## config.mk

```make
export PLATFORM = sky130hd
export DESIGN_NAME = utf16_to_utf8_encoder_unit
export DESIGN_NICKNAME = d
export VERILOG_FILES = /design/src/hdl/u2u8_pkg.sv /design/src/hdl/u2u8_front.sv /design/src/hdl/u2u8_jobq.sv /design/src/hdl/u2u8_back.sv /design/src/hdl/utf16_to_utf8_encoder_unit.sv
export SDC_FILE = /design/constraint.sdc
export NUM_CORES = 1
export LEC_CHECK = 0
export BUFFER_PORTS_ARGS = -buffer_cell sky130_fd_sc_hd__buf_2
export CORE_ASPECT_RATIO = 1.1
export CORE_MARGIN = 4
export CORE_UTILIZATION = 45
export DETAILED_ROUTE_END_ITERATION = 6
export GPL_ROUTABILITY_DRIVEN = 0
export PLACE_DENSITY_LB_ADDON = 0.15
export RECOVER_POWER = 25
export REMOVE_ABC_BUFFERS = 1
export SYNTH_ARGS = -nofsm -noshare
export SYNTH_HDL_FRONTEND = slang
export SYNTH_SLANG_ARGS = --single-unit
```

## constraint.sdc

```tcl
create_clock -name clk -period 5.4 [get_ports clk]
set_input_delay 1.08 -clock clk [delete_from_list [all_inputs] [get_ports clk]]
set_output_delay 1.08 -clock clk [all_outputs]
set_load 0.005 [all_outputs]
```

## src/hdl/u2u8_pkg.sv

```systemverilog
// ----------------------------------------------------------------------------
// u2u8_pkg
// Shared types and constants for the UTF-16 to UTF-8 encoder.
// ----------------------------------------------------------------------------
package u2u8_pkg;

	localparam logic [15:0] UNIT_BOM       = 16'hFEFF;
	localparam logic [15:0] UNIT_BOM_SWAP  = 16'hFFFE;
	localparam logic [15:0] UNIT_ASCII_LIM = 16'h0080;
	localparam logic [15:0] UNIT_TWO_MAX   = 16'h07FF;
	localparam logic [15:0] UNIT_HI_MIN    = 16'hD800;
	localparam logic [15:0] UNIT_HI_MAX    = 16'hDBFF;
	localparam logic [20:0] SUPP_BASE      = 21'h10000;

	localparam logic [7:0] LEAD4 = 8'hF0;
	localparam logic [7:0] LEAD3 = 8'hE0;
	localparam logic [7:0] LEAD2 = 8'hC0;
	localparam logic [7:0] CONT  = 8'h80;

	localparam int unsigned QDEPTH = 2;

	typedef enum logic [1:0] {
		MODE_LE         = 2'd0,
		MODE_BE         = 2'd1,
		MODE_DETECT     = 2'd2,
		MODE_DETECT_ALT = 2'd3
	} mode_t;

	typedef enum logic [1:0] {
		ST_OK       = 2'd0,
		ST_DANGLING = 2'd1,
		ST_REJECT   = 2'd2
	} status_t;

	// one decoded unit: up to four result transfers
	typedef struct packed {
		logic [3:0][7:0] bytes;
		logic [1:0]      last_idx;
		logic            byte_valid;
		logic            eos;
		status_t         status;
	} job_t;

	// queue head as seen by the back end
	typedef struct packed {
		logic valid;
		job_t job;
	} qhead_t;

endpackage

```

## src/hdl/u2u8_front.sv

```systemverilog
// ----------------------------------------------------------------------------
// u2u8_front
// Accepts code units, tracks string state and builds at most one job per unit.
// ----------------------------------------------------------------------------
module u2u8_front
	import u2u8_pkg::*;
(
	input  logic        clk,
	input  logic        arst_n,
	input  logic        cfg_we,
	input  logic [1:0]  cfg_wdata,
	input  logic        accept,
	input  logic [15:0] code_unit,
	input  logic        last_unit,
	output logic        enq,
	output job_t        job
);

	logic [1:0] mode_q;
	logic       at_start_q;
	logic       swap_q;
	logic       hp_q;
	logic [9:0] hb_q;
	logic       rej_q;

	logic        swap_n;
	logic        rej_n;
	logic        hp_n;
	logic [9:0]  hb_n;
	logic [15:0] u;
	logic        skip;
	logic        hp_in;
	logic [2:0]  nres;
	logic [20:0] cp;

	always_comb begin
		if (at_start_q) begin
			if (mode_q == MODE_LE) begin
				swap_n = 1'b0;
				rej_n  = 1'b0;
			end else if (mode_q == MODE_BE) begin
				swap_n = 1'b1;
				rej_n  = 1'b0;
			end else begin
				swap_n = (code_unit == UNIT_BOM_SWAP);
				rej_n  = (code_unit != UNIT_BOM) && (code_unit != UNIT_BOM_SWAP);
			end
		end else begin
			swap_n = swap_q;
			rej_n  = rej_q;
		end
		u     = swap_n ? {code_unit[7:0], code_unit[15:8]} : code_unit;
		skip  = at_start_q && (u == UNIT_BOM);
		hp_in = at_start_q ? 1'b0 : hp_q;
		cp    = SUPP_BASE + {1'b0, hb_q, u[9:0]};

		hp_n = hp_in;
		hb_n = hb_q;
		nres = 3'd0;
		job  = '0;
		job.byte_valid = 1'b1;
		job.status     = ST_OK;

		if (rej_n || skip) begin
			nres = 3'd0;
		end else if (hp_in) begin
			hp_n = 1'b0;
			nres = 3'd4;
			job.bytes[0] = LEAD4 | {5'b0, cp[20:18]};
			job.bytes[1] = CONT | {2'b0, cp[17:12]};
			job.bytes[2] = CONT | {2'b0, cp[11:6]};
			job.bytes[3] = CONT | {2'b0, cp[5:0]};
		end else if (u < UNIT_ASCII_LIM) begin
			nres = 3'd1;
			job.bytes[0] = u[7:0];
		end else if (u <= UNIT_TWO_MAX) begin
			nres = 3'd2;
			job.bytes[0] = LEAD2 | {3'b0, u[10:6]};
			job.bytes[1] = CONT | {2'b0, u[5:0]};
		end else if (u >= UNIT_HI_MIN && u <= UNIT_HI_MAX) begin
			hp_n = 1'b1;
			hb_n = u[9:0];
		end else begin
			nres = 3'd3;
			job.bytes[0] = LEAD3 | {4'b0, u[15:12]};
			job.bytes[1] = CONT | {2'b0, u[11:6]};
			job.bytes[2] = CONT | {2'b0, u[5:0]};
		end

		job.eos = last_unit;
		if (last_unit && nres == 3'd0) begin
			nres           = 3'd1;
			job.byte_valid = 1'b0;
			if (rej_n) begin
				job.status = ST_REJECT;
			end else if (hp_n) begin
				job.status = ST_DANGLING;
			end
		end
		job.last_idx = 2'(nres - 3'd1);
		enq          = accept && (nres != 3'd0);
	end

	always_ff @(posedge clk or negedge arst_n) begin
		if (!arst_n) begin
			mode_q     <= MODE_LE;
			at_start_q <= 1'b1;
			swap_q     <= 1'b0;
			hp_q       <= 1'b0;
			hb_q       <= '0;
			rej_q      <= 1'b0;
		end else begin
			if (cfg_we) begin
				mode_q <= cfg_wdata;
			end
			if (accept) begin
				at_start_q <= last_unit;
				swap_q     <= swap_n;
				hp_q       <= hp_n && !last_unit;
				hb_q       <= hb_n;
				rej_q      <= rej_n && !last_unit;
			end
		end
	end

endmodule

```

## src/hdl/u2u8_jobq.sv

```systemverilog
// ----------------------------------------------------------------------------
// u2u8_jobq
// Two-entry job queue between the front end and the byte serializer.
// ----------------------------------------------------------------------------
module u2u8_jobq
	import u2u8_pkg::*;
(
	input  logic   clk,
	input  logic   arst_n,
	input  logic   enq,
	input  job_t   enq_job,
	input  logic   deq,
	output logic   q_full,
	output qhead_t head
);

	job_t       mem_q [QDEPTH];
	logic       wr_ptr_q;
	logic       rd_ptr_q;
	logic [1:0] count_q;

	assign q_full     = (count_q == 2'(QDEPTH));
	assign head.valid = (count_q != 2'd0);
	assign head.job   = mem_q[rd_ptr_q];

	always_ff @(posedge clk) begin
		if (enq) begin
			mem_q[wr_ptr_q] <= enq_job;
		end
	end

	always_ff @(posedge clk or negedge arst_n) begin
		if (!arst_n) begin
			wr_ptr_q <= 1'b0;
			rd_ptr_q <= 1'b0;
			count_q  <= '0;
		end else begin
			if (enq) begin
				wr_ptr_q <= ~wr_ptr_q;
			end
			if (deq) begin
				rd_ptr_q <= ~rd_ptr_q;
			end
			if (enq && !deq) begin
				count_q <= count_q + 2'd1;
			end else if (deq && !enq) begin
				count_q <= count_q - 2'd1;
			end
		end
	end

endmodule

```

## src/hdl/u2u8_back.sv

```systemverilog
// ----------------------------------------------------------------------------
// u2u8_back
// Walks the head job byte by byte into the output register.
// ----------------------------------------------------------------------------
module u2u8_back
	import u2u8_pkg::*;
(
	input  logic       clk,
	input  logic       arst_n,
	input  qhead_t     head,
	output logic       deq,
	input  logic       pop,
	output logic       empty,
	output logic [7:0] utf8_byte,
	output logic       byte_valid,
	output logic       last_of_run,
	output logic       end_of_string,
	output logic [1:0] status
);

	logic [1:0] idx_q;
	logic       out_valid_q;
	logic [7:0] byte_q;
	logic       bv_q;
	logic       lor_q;
	logic       eos_q;
	status_t    status_q;

	logic advance;
	logic load;
	logic at_end;

	assign advance = !out_valid_q || pop;
	assign load    = advance && head.valid;
	assign at_end  = (idx_q == head.job.last_idx);
	assign deq     = load && at_end;

	assign empty         = !out_valid_q;
	assign utf8_byte     = byte_q;
	assign byte_valid    = bv_q;
	assign last_of_run   = lor_q;
	assign end_of_string = eos_q;
	assign status        = status_q;

	always_ff @(posedge clk) begin
		if (load) begin
			byte_q   <= head.job.bytes[idx_q];
			bv_q     <= head.job.byte_valid;
			lor_q    <= at_end;
			eos_q    <= at_end && head.job.eos;
			status_q <= at_end ? head.job.status : ST_OK;
		end
	end

	always_ff @(posedge clk or negedge arst_n) begin
		if (!arst_n) begin
			idx_q       <= '0;
			out_valid_q <= 1'b0;
		end else begin
			if (advance) begin
				out_valid_q <= head.valid;
			end
			if (load) begin
				idx_q <= at_end ? 2'd0 : idx_q + 2'd1;
			end
		end
	end

endmodule

```

## src/hdl/utf16_to_utf8_encoder_unit.sv

```systemverilog
// ----------------------------------------------------------------------------
// utf16_to_utf8_encoder_unit
// UTF-16 code unit stream in, UTF-8 byte stream out.
// ----------------------------------------------------------------------------
// Input queue side: drive code_unit/last_unit with push; a transfer happens
// when push is high and full is low. Output queue side: the oldest result
// sits on utf8_byte/byte_valid/last_of_run/end_of_string/status while empty
// is low; pop takes it. cfg_we/cfg_wdata write the byte order mode
// (0 little endian, 1 swapped, 2 or 3 detect from the leading mark); the
// mode is latched at the first unit of each string.
// The first result of a unit is registered in the job queue and then in
// the output register. Throughput: one result per cycle on the output side
// while the receiver pops; a unit yields 0 to 4 results (a surrogate pair
// gives 4), so sustained input rate is bounded by its result count, set by
// the byte-wide output register. A two-entry job queue decouples the sides:
// input keeps flowing until two decoded units wait behind a stalled output.
// Reset: mode 0, queue and output empty, next unit starts a string.
// A stalled receiver holds the current result; full rises once queue fills.
// ----------------------------------------------------------------------------
module utf16_to_utf8_encoder_unit
	import u2u8_pkg::*;
(
	input  logic        clk,
	input  logic        arst_n,
	input  logic        cfg_we,
	input  logic [1:0]  cfg_wdata,
	input  logic        push,
	output logic        full,
	input  logic [15:0] code_unit,
	input  logic        last_unit,
	output logic        empty,
	input  logic        pop,
	output logic [7:0]  utf8_byte,
	output logic        byte_valid,
	output logic        last_of_run,
	output logic        end_of_string,
	output logic [1:0]  status
);

	logic   accept;
	logic   enq;
	job_t   enq_job;
	logic   deq;
	logic   q_full;
	qhead_t head;

	assign full   = q_full;
	assign accept = push && !q_full;

	u2u8_front u_front (
		.clk       (clk),
		.arst_n    (arst_n),
		.cfg_we    (cfg_we),
		.cfg_wdata (cfg_wdata),
		.accept    (accept),
		.code_unit (code_unit),
		.last_unit (last_unit),
		.enq       (enq),
		.job       (enq_job)
	);

	u2u8_jobq u_jobq (
		.clk     (clk),
		.arst_n  (arst_n),
		.enq     (enq),
		.enq_job (enq_job),
		.deq     (deq),
		.q_full  (q_full),
		.head    (head)
	);

	u2u8_back u_back (
		.clk           (clk),
		.arst_n        (arst_n),
		.head          (head),
		.deq           (deq),
		.pop           (pop),
		.empty         (empty),
		.utf8_byte     (utf8_byte),
		.byte_valid    (byte_valid),
		.last_of_run   (last_of_run),
		.end_of_string (end_of_string),
		.status        (status)
	);

	a_status_eos: assert property (@(posedge clk) disable iff (!arst_n)
		(!empty && status != ST_OK) |-> end_of_string)
		else $error("nonzero status away from end of string");

	a_eos_lor: assert property (@(posedge clk) disable iff (!arst_n)
		(!empty && end_of_string) |-> last_of_run)
		else $error("end of string not on last result of unit");

	a_bare_item: assert property (@(posedge clk) disable iff (!arst_n)
		(!empty && !byte_valid) |-> (end_of_string && utf8_byte == 8'h00))
		else $error("bare status item in mid-string");

	a_deq_head: assert property (@(posedge clk) disable iff (!arst_n)
		deq |-> head.valid)
		else $error("dequeue from empty job queue");

endmodule
```

==> reports/metrics.yaml <==
syn_area_per_cell_um2: 13.5
ys_seq_area_share_pct: 59.7
period_needed_ns: 4.37
max-cap-violations: 1
arrival_ns: 4.35
syn_to_final_growth_pct: 11.7
grt_overflow: 0
status: "finished, violations left"
numCtsBuffers: 9
r2r_cells: 10
ys_warn_count: 0
hold-path-cell-count: 2
cellPowerDensity_mw_per_mm2: 538
grtUsageMet2_pct: 26.6
vias: 3258
power_frac_clock_pct: 19.2
synth_async_sr_flop_share_pct: 21.7
fmax_mhz: 229
power_w: 0.00309
synth_ff_type: "edfxtp_1"
dr.first_iter.drc_count: 181
hpwl_um: 7620
p_int_w: 0.00210
synth_top_area_share_pct: 48.5
initial_core_util_pct: 46.4
path_class: "in2reg"
die_area_mm2: 0.0132
die_x_um: 110
utilization_pct: 51.9
final_cells: 572
drc_errors: 0
antennaDiodeCount: 0
netlist_top_cells_count: "edfxtp_1 (83), nand2_1 (41), dfrtp_1 (22), mux2i_1 (22), nor2_1 (21)"
r2r-start: "u_front.at_start_q$_DFFE_PN1P_"
violations: "max-capacitance violations, max-slew violations"
yosys.area.top_type: "edfxtp_1"
sequentialPowerShare_pct: 46.4
worstPathRequired_ns: 5.38
track_usage_pct: 17.1
row_count: 40
min_period_over_period_pct: 80.9
first_global_vias: 3251
leakage_nw: 2.14
use_met3_pct: 2.96
pwr-share-comb_pct: 34.4
worst_setup_path_end_kind: "flop"
pin_count: 39
rsz0062_at_grt: "no"
r2r_slack_ns: 1.43
synth_cells: 381
placed_cells: 556
routed_via_density: 5.70
core_mm2: 0.0111
r2r-end: "u_jobq.mem_q[0][25]$_DFFE_PP_"
cts-root-buf: "clkbuf_16"
p_sw_share_pct: 32.2
fillers: 984
die_h_um: 120
h-tree-depth: 3
grt_start_max_net_pins: 36
yosysMostFrequentCell: "edfxtp_1"
drt_wl_total_um: 10600
finalSetupViolCount: 0
grt_pass1_wl_um: 17200
tritoncts: "yes"
critPathTopFamily: "simple AND/OR/NAND/NOR gates"
ant_nets: 0
switchingPower_w: 0.000995
drive_gt1_share_pct: 22.8
clk_latency_ns: 0.34
slowest_delay_ns: 0.52
portBuffers: 38
synth.distinct_cells: 61
hold_class: "reg2reg"
crit_slowest_cell: "or4_4"
slew_viol_final: 23
hold_buffers: 0
skew_ns: 0.0104
cp-start-kind: "input port"
grt.busiest_layer: "met2"
clkSinkCount: 106
clk_pin_slew_ns: 0.06
min_to: "u_front.hb_q[3]$_DFFE_PN0P_"
cts_buffer_depth: 2
critPathMaxFanout: 35
first_pass_iters: 4
antenna_found_initial: 0
synth.area.top_cells: "edfxtp_1 (49%), dfrtp_1 (11%), mux4_2 (6.1%)"
ys_ff_latch: 106
hold_start: "u_front.hb_q[3]$_DFFE_PN0P_"
worst_pin_slew_ns: 1.72
wl_per_cell_um: 18.5
slew_headroom_pct: -14.3
path_cells: "buf_2, nand4_1, or4_4, o22ai_1, mux2i_1, o211ai_4, or3_2, ha_1, a21oi_1, nor2b_2, buf_4"
crit_buf_inv: 2
cts.repair.resized: 0
use_met1_pct: 24.2
finalHoldViolCount: 0
nets: 447
postCtsSetupBuffers: 0
synth_edf_count: 83
netlist_area_mm2: 0.00514
irDropWorstVdd_mv: 0.231
## cell type report
type                    count  area, um2  share of cell area, %
inverters                   9       33.8                  0.589
flip-flops and latches    106       3070                   53.5
clock buffers              11        243                   4.23
multi-input cells         248       1940                   33.9
clock inverters             5       30.0                  0.523
well taps                 147        184                   3.20
repair buffers             46        235                   4.10
## placed cells by master, fill, tap and decap left out, types with 4 or more instances in the layout
master	n
edfxtp_1	83
nand2_1	41
buf_2	29
mux2i_1	22
dfrtp_1	22
nor2_1	21
mux2_2	19
o21ai_0	15
mux4_2	14
clkbuf_1	11
o31ai_1	9
clkbuf_16	9
inv_1	8
a21oi_1	8
buf_4	7
xor2_1	6
nor3_1	6
nand2b_1	5
nand4_1	5
nand3_1	5
xnor2_1	4
and2_1	4
a2bb2oi_1	4
nor3b_1	4
## logic make-up after synthesis
group                    after synthesis  share of synthesized area [%]
XOR/XNOR                              10                           1.70
AND/OR/NAND/NOR                      112                           10.9
AO/OA/AOI/OAI                         68                           9.77
flip-flops                           106                           59.7
multiplexers                          55                           14.6
buffers and inverters                 27                           2.53
adder cells (fa/ha/maj)                3                          0.731
## per-stage QoR
stage	worst slack (ns)	area [um2]	hold WS [ns]	TNS [ns]
after floorplan	-0.295	5040	0.444	-10.32
after global placement	0.754	5480	0.464	0
after detailed placement	0.716	5480	0.471	0
after CTS	1.04	5750	0.485	0
after global routing	0.752	5740	0.505	0
final	1.03	5740	0.483	0
## sequential cells by signal (all words and copies together), names as in the netlist
signal and flops:
u_front.mode_q 2, u_front.rej_q 1, u_back.idx_q 2, u_back.byte_valid 1, u_jobq.wr_ptr_q 1, u_jobq.mem_q 70
u_jobq.rd_ptr_q 1, u_back.last_of_run 1, u_back.end_of_string 1, u_jobq.count_q 2, u_front.at_start_q 1, u_back.status 2
u_front.hb_q 10, u_back.out_valid_q 1, u_back.utf8_byte 8, u_front.swap_q 1, u_front.hp_q 1
## power groups by stage
stage / registers, W / clock network [W] / logic (W)
2_1_floorplan: 0.00145 / 0 / 0.000732
6_report: 0.00143 / 0.000592 / 0.00106
3_5_place_dp: 0.00145 / 0 / 0.00108
3_3_place_gp: 0.00144 / 0 / 0.00107
4_1_cts: 0.00144 / 0.000610 / 0.00108
5_1_grt: 0.00146 / 0.000643 / 0.00118
## layer usage
metal | wire length (um) | vias up | share of wire, %
met5 | 0 | - | 0
met4 | 242 | 0 | 2.3
met3 | 551 | 21 | 5.2
met2 | 5060 | 102 | 48
met1 | 4720 | 1592 | 45
li1 | - | 1543 | -
## worst max-delay path by stage
stage	from	endpoint	slack, ns	depth (start not counted)
after global routing	code_unit[10]	u_jobq.mem_q[0][25]$_DFFE_PP_	0.75	11
after detailed placement	code_unit[5]	u_jobq.mem_q[0][24]$_DFFE_PP_	0.72	11
after floorplan	code_unit[9]	u_jobq.mem_q[0][0]$_DFFE_PP_	-0.29	9
final	code_unit[10]	u_jobq.mem_q[0][25]$_DFFE_PP_	1.03	11
after CTS	code_unit[5]	u_jobq.mem_q[0][17]$_DFFE_PP_	1.04	11
after global placement	code_unit[10]	u_jobq.mem_q[0][31]$_DFFE_PP_	0.75	11
## tightest hold or removal path: cells and delay by family (launching register included)
kind	cells	cell delay, ns
and+or+nand+nor	1	0.05
AOI/OAI and AO/OA	1	0.06
DFF	1	0.34
Power figures use the tool's default switching activity.
